$ cat config.mk
export PLATFORM = sky130hd
export DESIGN_NAME = annexb_nal_splitter_core
export DESIGN_NICKNAME = d
export VERILOG_FILES = /design/src/hdl/anbs_pkg.sv /design/src/hdl/anbs_front.sv /design/src/hdl/anbs_queue.sv /design/src/hdl/anbs_back.sv /design/src/hdl/annexb_nal_splitter_core.sv
export SDC_FILE = /design/constraint.sdc
export NUM_CORES = 1
export LEC_CHECK = 0
export BUFFER_PORTS_ARGS = -buffer_cell sky130_fd_sc_hd__clkbuf_2
export CAP_MARGIN = 20
export CORE_MARGIN = 10
export CORE_UTILIZATION = 45
export CTS_CLUSTER_DIAMETER = 50
export CTS_CLUSTER_SIZE = 20
export DETAILED_ROUTE_END_ITERATION = 10
export SYNTH_ARGS = -nofsm -noshare
export SYNTH_HDL_FRONTEND = slang
export SYNTH_SLANG_ARGS = --single-unit
$ cat constraint.sdc
create_clock -name clk_i -period 7.7 [get_ports clk_i]
set_clock_uncertainty 0.1 [all_clocks]
set_input_delay 1.155 -clock clk_i [delete_from_list [all_inputs] [get_ports clk_i]]
set_output_delay 1.155 -clock clk_i [all_outputs]
set_load 0.01 [all_outputs]
$ cat src/hdl/anbs_pkg.sv
// ----------------------------------------------------------------------------
// Annex B NAL splitter package
// Record and entry types passed from the framing front end, through the
// record queue, to the unit back end, and the byte and type constants.
// ----------------------------------------------------------------------------
package anbs_pkg;

  localparam int unsigned RecsPerEntry = 4;

  localparam logic [7:0] ZeroByte      = 8'h00;
  localparam logic [7:0] StartCodeTail = 8'h01;

  localparam logic [4:0] NalTypeSps = 5'd7;
  localparam logic [4:0] NalTypePps = 5'd8;

  localparam logic [2:0] PosMax     = 3'd7;
  localparam logic [2:0] ProfileEnd = 3'd3;

  typedef struct packed {
    logic [7:0] data;
    logic       last;
    logic [2:0] pos;
  } rec_t;

  typedef struct packed {
    rec_t [RecsPerEntry-1:0] recs;
    logic [1:0]              last_idx;
  } entry_t;

endpackage

$ cat src/hdl/anbs_front.sv
// ----------------------------------------------------------------------------
// Annex B NAL splitter front end
// Tracks start codes and withheld zero bytes, and turns each accepted stream
// byte into a queue entry of up to four unit byte records.
// ----------------------------------------------------------------------------
module anbs_front import anbs_pkg::*; (
  input  logic       clk_i,
  input  logic       rst_ni,
  input  logic       accept_i,
  input  logic [7:0] byte_value_i,
  input  logic       end_of_buffer_i,
  output logic       push_o,
  output entry_t     entry_o
);

  logic       inside_q, inside_d;
  logic [1:0] count_q, count_d;
  logic       lead_q, lead_d;
  logic [7:0] lead_byte_q, lead_byte_d;
  logic [2:0] pos_q, pos_d;

  logic       mid_lead;
  logic [7:0] mid_byte;
  logic       pos_reset;
  logic       a_last;
  logic [1:0] zr;
  logic [2:0] a_n, b_n, n, j, kk;
  logic [3:0] pos_sum, pos_next;

  always_comb begin
    inside_d    = inside_q;
    count_d     = count_q;
    lead_d      = lead_q;
    lead_byte_d = lead_byte_q;
    pos_reset   = 1'b0;
    a_n         = 3'd0;
    a_last      = 1'b0;
    b_n         = 3'd0;
    zr          = count_q - {1'b0, lead_q};
    if (!inside_q) begin
      if (byte_value_i == ZeroByte) begin
        count_d = (count_q < 2'd2) ? count_q + 2'd1 : count_q;
        lead_d  = 1'b0;
      end else if (byte_value_i == StartCodeTail && count_q >= 2'd2) begin
        inside_d  = 1'b1;
        count_d   = 2'd0;
        lead_d    = 1'b0;
        pos_reset = 1'b1;
      end else begin
        count_d = 2'd0;
      end
    end else begin
      if (byte_value_i == ZeroByte) begin
        if (zr >= 2'd2) begin
          a_n      = {2'b00, lead_q};
          a_last   = 1'b1;
          inside_d = 1'b0;
          count_d  = 2'd2;
          lead_d   = 1'b0;
        end else if (count_q < 2'd3) begin
          count_d = count_q + 2'd1;
        end
      end else if (byte_value_i == StartCodeTail && zr >= 2'd2) begin
        a_n       = {2'b00, lead_q};
        a_last    = 1'b1;
        pos_reset = 1'b1;
        count_d   = 2'd0;
        lead_d    = 1'b0;
      end else begin
        a_n         = {1'b0, count_q};
        lead_byte_d = byte_value_i;
        count_d     = 2'd1;
        lead_d      = 1'b1;
      end
    end
    mid_lead = lead_d;
    mid_byte = lead_byte_d;
    if (end_of_buffer_i) begin
      if (inside_d) begin
        b_n = {1'b0, count_d};
      end
      inside_d = 1'b0;
      count_d  = 2'd0;
      lead_d   = 1'b0;
    end
    n = a_n + b_n;

    j  = 3'd0;
    kk = 3'd0;
    for (int k = 0; k < RecsPerEntry; k++) begin
      kk = 3'(k);
      if (kk < a_n) begin
        entry_o.recs[k].data = (k == 0 && lead_q) ? lead_byte_q : ZeroByte;
        entry_o.recs[k].last = a_last;
      end else begin
        j = kk - a_n;
        entry_o.recs[k].data = (j == 3'd0 && mid_lead) ? mid_byte : ZeroByte;
        entry_o.recs[k].last = (j == b_n - 3'd1);
      end
      pos_sum = {1'b0, pos_q} + 4'(k);
      entry_o.recs[k].pos = pos_sum[3] ? PosMax : pos_sum[2:0];
    end
    entry_o.last_idx = 2'(n - 3'd1);

    pos_next = {1'b0, pos_q} + {1'b0, n};
    if (pos_reset) begin
      pos_d = 3'd0;
    end else begin
      pos_d = pos_next[3] ? PosMax : pos_next[2:0];
    end
  end

  assign push_o = accept_i && (n != 3'd0);

  always_ff @(posedge clk_i or negedge rst_ni) begin
    if (!rst_ni) begin
      inside_q    <= 1'b0;
      count_q     <= 2'd0;
      lead_q      <= 1'b0;
      lead_byte_q <= 8'd0;
      pos_q       <= 3'd0;
    end else if (accept_i) begin
      inside_q    <= inside_d;
      count_q     <= count_d;
      lead_q      <= lead_d;
      lead_byte_q <= lead_byte_d;
      pos_q       <= pos_d;
    end
  end

endmodule

$ cat src/hdl/anbs_queue.sv
// ----------------------------------------------------------------------------
// Annex B NAL splitter record queue
// A short first-in first-out store of entries between the front end and the
// back end, so that either side may stall without holding up the other.
// ----------------------------------------------------------------------------
module anbs_queue import anbs_pkg::*; #(
  parameter int unsigned Depth = 4
) (
  input  logic   clk_i,
  input  logic   rst_ni,
  input  logic   push_i,
  input  entry_t entry_i,
  output logic   full_o,
  input  logic   pop_i,
  output logic   valid_o,
  output entry_t entry_o
);

  localparam int unsigned PtrW = (Depth > 1) ? $clog2(Depth) : 1;
  localparam int unsigned CntW = $clog2(Depth + 1);

  entry_t            mem_q [Depth];
  logic [PtrW-1:0]   wr_ptr_q, rd_ptr_q;
  logic [CntW-1:0]   cnt_q;
  logic              do_push, do_pop;

  assign full_o  = (cnt_q == CntW'(Depth));
  assign valid_o = (cnt_q != '0);
  assign entry_o = mem_q[rd_ptr_q];
  assign do_push = push_i && !full_o;
  assign do_pop  = pop_i && valid_o;

  always_ff @(posedge clk_i) begin
    if (do_push) begin
      mem_q[wr_ptr_q] <= entry_i;
    end
  end

  always_ff @(posedge clk_i or negedge rst_ni) begin
    if (!rst_ni) begin
      wr_ptr_q <= '0;
      rd_ptr_q <= '0;
      cnt_q    <= '0;
    end else begin
      if (do_push) begin
        wr_ptr_q <= (wr_ptr_q == PtrW'(Depth - 1)) ? '0 : wr_ptr_q + 1'b1;
      end
      if (do_pop) begin
        rd_ptr_q <= (rd_ptr_q == PtrW'(Depth - 1)) ? '0 : rd_ptr_q + 1'b1;
      end
      if (do_push && !do_pop) begin
        cnt_q <= cnt_q + 1'b1;
      end else if (do_pop && !do_push) begin
        cnt_q <= cnt_q - 1'b1;
      end
    end
  end

endmodule

$ cat src/hdl/anbs_back.sv
// ----------------------------------------------------------------------------
// Annex B NAL splitter back end
// Drains queued records one per cycle unless pop stalls, tracks the unit
// type, parameter set flags and profile word, and holds the result in a register.
// ----------------------------------------------------------------------------
module anbs_back import anbs_pkg::*; (
  input  logic        clk_i,
  input  logic        rst_ni,
  input  logic        head_valid_i,
  input  entry_t      head_i,
  output logic        head_pop_o,
  input  logic        pop_i,
  output logic        empty_o,
  output logic [7:0]  unit_byte_o,
  output logic        unit_first_o,
  output logic        unit_last_o,
  output logic [4:0]  unit_type_o,
  output logic        params_ready_o,
  output logic [23:0] profile_level_o,
  output logic        run_last_o
);

  logic [1:0]  idx_q;
  logic [4:0]  type_q, type_d;
  logic [23:0] profile_q, profile_d;
  logic        sps_q, sps_d, pps_q, pps_d;
  logic        out_valid_q;
  logic        take, first, run_last;
  rec_t        rec;

  assign take       = head_valid_i && (!out_valid_q || pop_i);
  assign rec        = head_i.recs[idx_q];
  assign first      = (rec.pos == 3'd0);
  assign run_last   = (idx_q == head_i.last_idx);
  assign head_pop_o = take && run_last;
  assign empty_o    = !out_valid_q;

  always_comb begin
    type_d    = type_q;
    profile_d = profile_q;
    sps_d     = sps_q;
    pps_d     = pps_q;
    if (first) begin
      type_d = rec.data[4:0];
      if (type_d == NalTypeSps) begin
        sps_d     = 1'b1;
        profile_d = 24'd0;
      end
      if (type_d == NalTypePps) begin
        pps_d = 1'b1;
      end
    end else if (type_q == NalTypeSps && rec.pos <= ProfileEnd) begin
      profile_d = {profile_q[15:0], rec.data};
    end
    if (rec.last && type_d == NalTypeSps && rec.pos < ProfileEnd) begin
      profile_d = 24'd0;
    end
  end

  always_ff @(posedge clk_i or negedge rst_ni) begin
    if (!rst_ni) begin
      idx_q       <= 2'd0;
      type_q      <= 5'd0;
      profile_q   <= 24'd0;
      sps_q       <= 1'b0;
      pps_q       <= 1'b0;
      out_valid_q <= 1'b0;
    end else begin
      if (take) begin
        idx_q       <= run_last ? 2'd0 : idx_q + 2'd1;
        type_q      <= type_d;
        profile_q   <= profile_d;
        sps_q       <= sps_d;
        pps_q       <= pps_d;
        out_valid_q <= 1'b1;
      end else if (pop_i) begin
        out_valid_q <= 1'b0;
      end
    end
  end

  always_ff @(posedge clk_i) begin
    if (take) begin
      unit_byte_o     <= rec.data;
      unit_first_o    <= first;
      unit_last_o     <= rec.last;
      unit_type_o     <= type_d;
      params_ready_o  <= sps_d && pps_d;
      profile_level_o <= profile_d;
      run_last_o      <= run_last;
    end
  end

endmodule

$ cat src/hdl/annexb_nal_splitter_core.sv
// ----------------------------------------------------------------------------
// Annex B NAL splitter core
// Splits an H.264 Annex B byte stream into NAL unit bytes with first and
// last flags, unit type, parameter set status and the SPS profile word.
// ----------------------------------------------------------------------------
// Channel   Direction  Handshake           Fields
// input     in         push / full         byte_value_i, end_of_buffer_i
// result    out        pop / empty         unit_byte_o .. run_last_o
//
// One stream byte is taken per cycle while the record queue has room.
// Each byte gives zero to four result transactions; the back end delivers
// one result per cycle while the receiver keeps popping, and the queue
// absorbs the difference.
// A stall on pop fills the output register, then the queue, then raises full.
// Reset clears all framing and parameter set state at once; no sweep.
// ----------------------------------------------------------------------------
module annexb_nal_splitter_core import anbs_pkg::*; #(
  parameter int unsigned QueueDepth = 4
) (
  input  logic        clk_i,
  input  logic        rst_ni,
  input  logic        push,
  output logic        full,
  input  logic [7:0]  byte_value_i,
  input  logic        end_of_buffer_i,
  output logic        empty,
  input  logic        pop,
  output logic [7:0]  unit_byte_o,
  output logic        unit_first_o,
  output logic        unit_last_o,
  output logic [4:0]  unit_type_o,
  output logic        params_ready_o,
  output logic [23:0] profile_level_o,
  output logic        run_last_o
);

  logic   accept;
  logic   q_push, q_valid, q_pop;
  entry_t q_in, q_out;

  assign accept = push && !full;

  anbs_front u_front (
    .clk_i           (clk_i),
    .rst_ni          (rst_ni),
    .accept_i        (accept),
    .byte_value_i    (byte_value_i),
    .end_of_buffer_i (end_of_buffer_i),
    .push_o          (q_push),
    .entry_o         (q_in)
  );

  anbs_queue #(
    .Depth (QueueDepth)
  ) u_queue (
    .clk_i   (clk_i),
    .rst_ni  (rst_ni),
    .push_i  (q_push),
    .entry_i (q_in),
    .full_o  (full),
    .pop_i   (q_pop),
    .valid_o (q_valid),
    .entry_o (q_out)
  );

  anbs_back u_back (
    .clk_i           (clk_i),
    .rst_ni          (rst_ni),
    .head_valid_i    (q_valid),
    .head_i          (q_out),
    .head_pop_o      (q_pop),
    .pop_i           (pop),
    .empty_o         (empty),
    .unit_byte_o     (unit_byte_o),
    .unit_first_o    (unit_first_o),
    .unit_last_o     (unit_last_o),
    .unit_type_o     (unit_type_o),
    .params_ready_o  (params_ready_o),
    .profile_level_o (profile_level_o),
    .run_last_o      (run_last_o)
  );

`ifndef SYNTH
  first_type_match: assert property (@(posedge clk_i) disable iff (!rst_ni)
    (!empty && unit_first_o) |-> (unit_type_o == unit_byte_o[4:0]))
    else $error("Header byte and unit type disagree.");

  sps_header_clears_profile: assert property (@(posedge clk_i) disable iff (!rst_ni)
    (!empty && unit_first_o && unit_type_o == NalTypeSps) |-> (profile_level_o == 24'd0))
    else $error("Profile word not cleared on an SPS header.");

  unit_end_ends_run: assert property (@(posedge clk_i) disable iff (!rst_ni)
    (!empty && unit_last_o) |-> run_last_o)
    else $error("A unit ended before the last result of its input byte.");

  no_push_when_full: assert property (@(posedge clk_i) disable iff (!rst_ni)
    q_push |-> !full)
    else $error("Front end pushed into a full queue.");
`endif

endmodule

==> impl_metrics.csv <==
group,metric,value,unit
critical_path,crit_slowest_cell,"and2_2",
synthesis,synth_warnings,0,
critical_path,crit_family,"simple AND/OR/NAND/NOR gates",
route,drt-total-wl,26200,um
power_and_ir_drop,fin_total_pwr,3.20,mW
timing,tightestPinTransition,899,ps
grt,met3_usage,2.30,%
run,max_cap_violations,0,
critical_path,cpMostUsedCell,"and2_1",
route,drc,0,
grt,antenna_found_initial,0,
timing,finalCritPeriodShare,65.9,%
worst_hold_path,holdCritStartpoint,"u_back.pps_q",
power_and_ir_drop,p_switching,0.679,mW
synthesis,seq_area_frac_synth,65.7,%
placement,place_congestion,0.806,
floorplanning,core,0.0288,sq mm
power_and_ir_drop,p_clk_share,45.9,%
synthesis,syn-num-nets,848,
route,drt_first_pass_iters,5,
route,drtIter0Drc,544,
critical_path,cp-end-kind,"register",
grt,grt-ovfl-total,0,
synthesis,async_flop_share,18.9,%
synthesis,syn_inst,808,
synthesis,synth_most_common_cell,"edfxtp_1",
route,wl_per_cell,20.5,um
power_and_ir_drop,internal_power,2.52,mW
critical_path,startpoint_type,"input port",
clock_tree,clockBufferDepth,3,
timing,rsz0062_at_grt,"no",
clock_tree,cts_root_buf,"clkbuf_16",
clock_tree,holdBufCountCts,0,
critical_path,worstPathRequired,7830,ps
critical_path,crit_fanout,31,
power_and_ir_drop,leakage,5.38,nW
placement,hpwl,16900,um
synthesis,synth_ff_type,"edfxtp_1",
critical_path,critical_path_arrival,5200,ps
clock_tree,cts_num_sinks,297,
clock_tree,h-tree-depth,1,
synthesis,syn_area_per_cell,16.3,sq um
layout,n_antenna_cell,0,
route,num_vias,6999,
grt,grt_most_used_layer,"met2",
synthesis,synth_cell_types,62,
grt,grtUsageTotal,14.4,%
clock_tree,clk_pin_slew,60,ps
timing,timing.slew.headroom,40.1,%
clock_tree,tritoncts,"yes",
critical_path,critPathKind,"input port to register",
layout,area_delta_synth_final,12.3,%
layout,drive_gt1_share,28.9,%
layout,final-seq-area,0.00864,sq mm
synthesis,synth_area_leader_cell,"edfxtp_1",
floorplanning,row_count,62,
timing,tns,0,ps
grt,grt_pass1_vias,7198,
outcome,status,"finished, final reports clean",
grt,grt_util_met2,23.1,%
critical_path,reg2reg_from,"u_front.count_q[0]",
timing,setup_viol,0,
layout,nFillCells,2376,
synthesis,synth_commonest_cells,"241 x edfxtp_1, 73 x nand2_1, 56 x dfrtp_1, 46 x inv_1, 46 x mux4_2",
clock_tree,cts-resized-gates,0,
synthesis,synth_edf_count,241,
power_and_ir_drop,peakVddDrop,0.146,mV
route,ant_nets,0,
floorplanning,die_h,191,um
route,vias_per_cell,5.47,
synthesis,ys_ff_latch,297,
floorplanning,dieArea,0.0365,sq mm
clock_tree,numCtsBuffers,31,
critical_path,cp_num_buf_inv,3,
grt,grt_pass1_wl,41600,um
worst_hold_path,min_path_type,"register to register",
critical_path,cp_cell_sequence,"clkbuf_2, nor4_1, and2_1, nand2_1, a22o_1, and2_1, and2_1, ha_1, fa_1, inv_1, ha_1, a21oi_1, and2_2, buf_4",
placement,post-place-cells,1222,
layout,multi_input_area,0.00408,sq mm
synthesis,syn_area,0.0132,sq mm
floorplanning,fp.dieW,191,um
power_and_ir_drop,swShare,21.2,%
layout,stdcell_count,1279,
timing,slew_violations,0,
critical_path,cp-startpoint,"byte_value_i[6]",
synthesis,synth.area.top_cells,"edfxtp_1 55%, dfrtp_1 11%, mux4_2 7.9%, ha_1 2.3%, nand2_1 2.1%",
critical_path,cp_slowest_stage_delay,810,ps
timing,fmax,0.197,GHz
floorplanning,pin_count,56,
grt,grt_max_degree,59,
timing,hold_viol_final,0,
clock_tree,clkLatencyLatePin,550,ps
power_and_ir_drop,powerDensity,216,mW/mm^2
floorplanning,start_util,45.7,%
layout,nets,911,
power_and_ir_drop,power_frac_comb,0.5,%
timing,period_minus_slack,5080,ps
power_and_ir_drop,pwr-share-seq,53.6,%
clock_tree,cts_setup_buffers,0,
grt,grt_use_met1,20.3,%
placement,port_buffers,55,
synthesis,synth.top_cell.area_share,55.0,%
[registers in the layout, summed over array words and instances, names as in the netlist, 2 cells and up]
register,count
u_queue.mem_q,200
u_back.profile_level_o,24
u_back.profile_q,24
u_back.unit_byte_o,8
u_front.lead_byte_q,8
u_back.type_q,5
u_back.unit_type_o,5
u_front.pos_q,3
u_queue.cnt_q,3
u_back.idx_q,2
u_front.count_q,2
u_queue.rd_ptr_q,2
u_queue.wr_ptr_q,2
[layout by cell type, fill, tap and decap left out, types with 8 or more instances in the layout]
| master | count |
|---|---|
| nor2_1 | 43 |
| o221ai_1 | 9 |
| buf_4 | 13 |
| dfrtp_1 | 54 |
| clkbuf_16 | 31 |
| a211oi_2 | 17 |
| nand2_1 | 73 |
| o211ai_1 | 10 |
| o21ai_0 | 11 |
| inv_1 | 46 |
| clkbuf_2 | 55 |
| mux4_2 | 46 |
| ha_1 | 24 |
| mux2i_1 | 8 |
| nand3_1 | 10 |
| edfxtp_1 | 241 |
| mux2_2 | 21 |
| or2_2 | 18 |
| mux4_1 | 8 |
| o221ai_2 | 15 |
| a21oi_1 | 8 |
[final cells by class]
cell class | count | share of cell area, %
Sequential cell | 297 | 58.5
Multi-Input combinational cell | 426 | 27.6
Clock buffer | 32 | 5.28
Tap cell | 384 | 3.25
Timing Repair Buffer | 68 | 2.52
Clock inverter | 25 | 1.64
Inverter | 47 | 1.19
[routing by layer]
metal,up-vias,wire (um)
li1,3273,-
met1,3554,12000
met2,141,12500
met3,31,1230
met4,0,424
met5,-,0
[worst register-to-register path, cell delays in order (launching register included)]
cell     delay (ps)
dfrtp_1         410
inv_1           120
ha_1            210
or2_2           300
and2_1          220
nand2_1         100
nor2_1           70
a22oi_1         260
inv_1           150
ha_1            240
fa_1            550
inv_1            60
ha_1            170
a21oi_1         480
and2_2          810
buf_4           440
[kinds of logic after synthesis]
| family | synth area share [%] |
|---|---|
| flops | 65.7 |
| simple gates | 7.67 |
| compound gates | 8.10 |
| buf+inv | 3.35 |
| mux | 11.9 |
| fa+ha+maj | 2.74 |
| xor+xnor | 0.599 |
[worst paths after layout]
kind,depth (start not counted),to,slack (ps)
max,14,u_queue.mem_q[3][25],2620
min,1,u_back.pps_q,370
max reg2reg,15,u_queue.mem_q[3][25],2670
min reg2reg,1,u_back.pps_q,370
max in group asynchronous,2,u_queue.rd_ptr_q[0],6210
min in group asynchronous,2,u_back.sps_q,680
[power by group through the flow]
stage	Sequential [mW]	Combinational [mW]	Clock (mW)
global placement	1.75	0.0157	0
detailed placement	1.75	0.0158	0
global route	1.71	0.0172	1.56
floorplan	1.75	0.00310	0
CTS	1.71	0.0159	1.50
finish	1.71	0.0156	1.47
[metrics by stage]
stage | utilization [%] | setup WS [ps] | hold WS (ps) | instance area (sq um)
3_3_place_gp | 47.8 | 2060 | 339 | 13800
2_1_floorplan | - | 2010 | 328 | 13200
4_1_cts | 51.3 | 2610 | 368 | 14800
6_report | 51.3 | 2620 | 368 | 14800
5_1_grt | 51.3 | 2240 | 376 | 14800
3_5_place_dp | 47.8 | 2030 | 352 | 13800
Power figures use the tool's default switching activity.
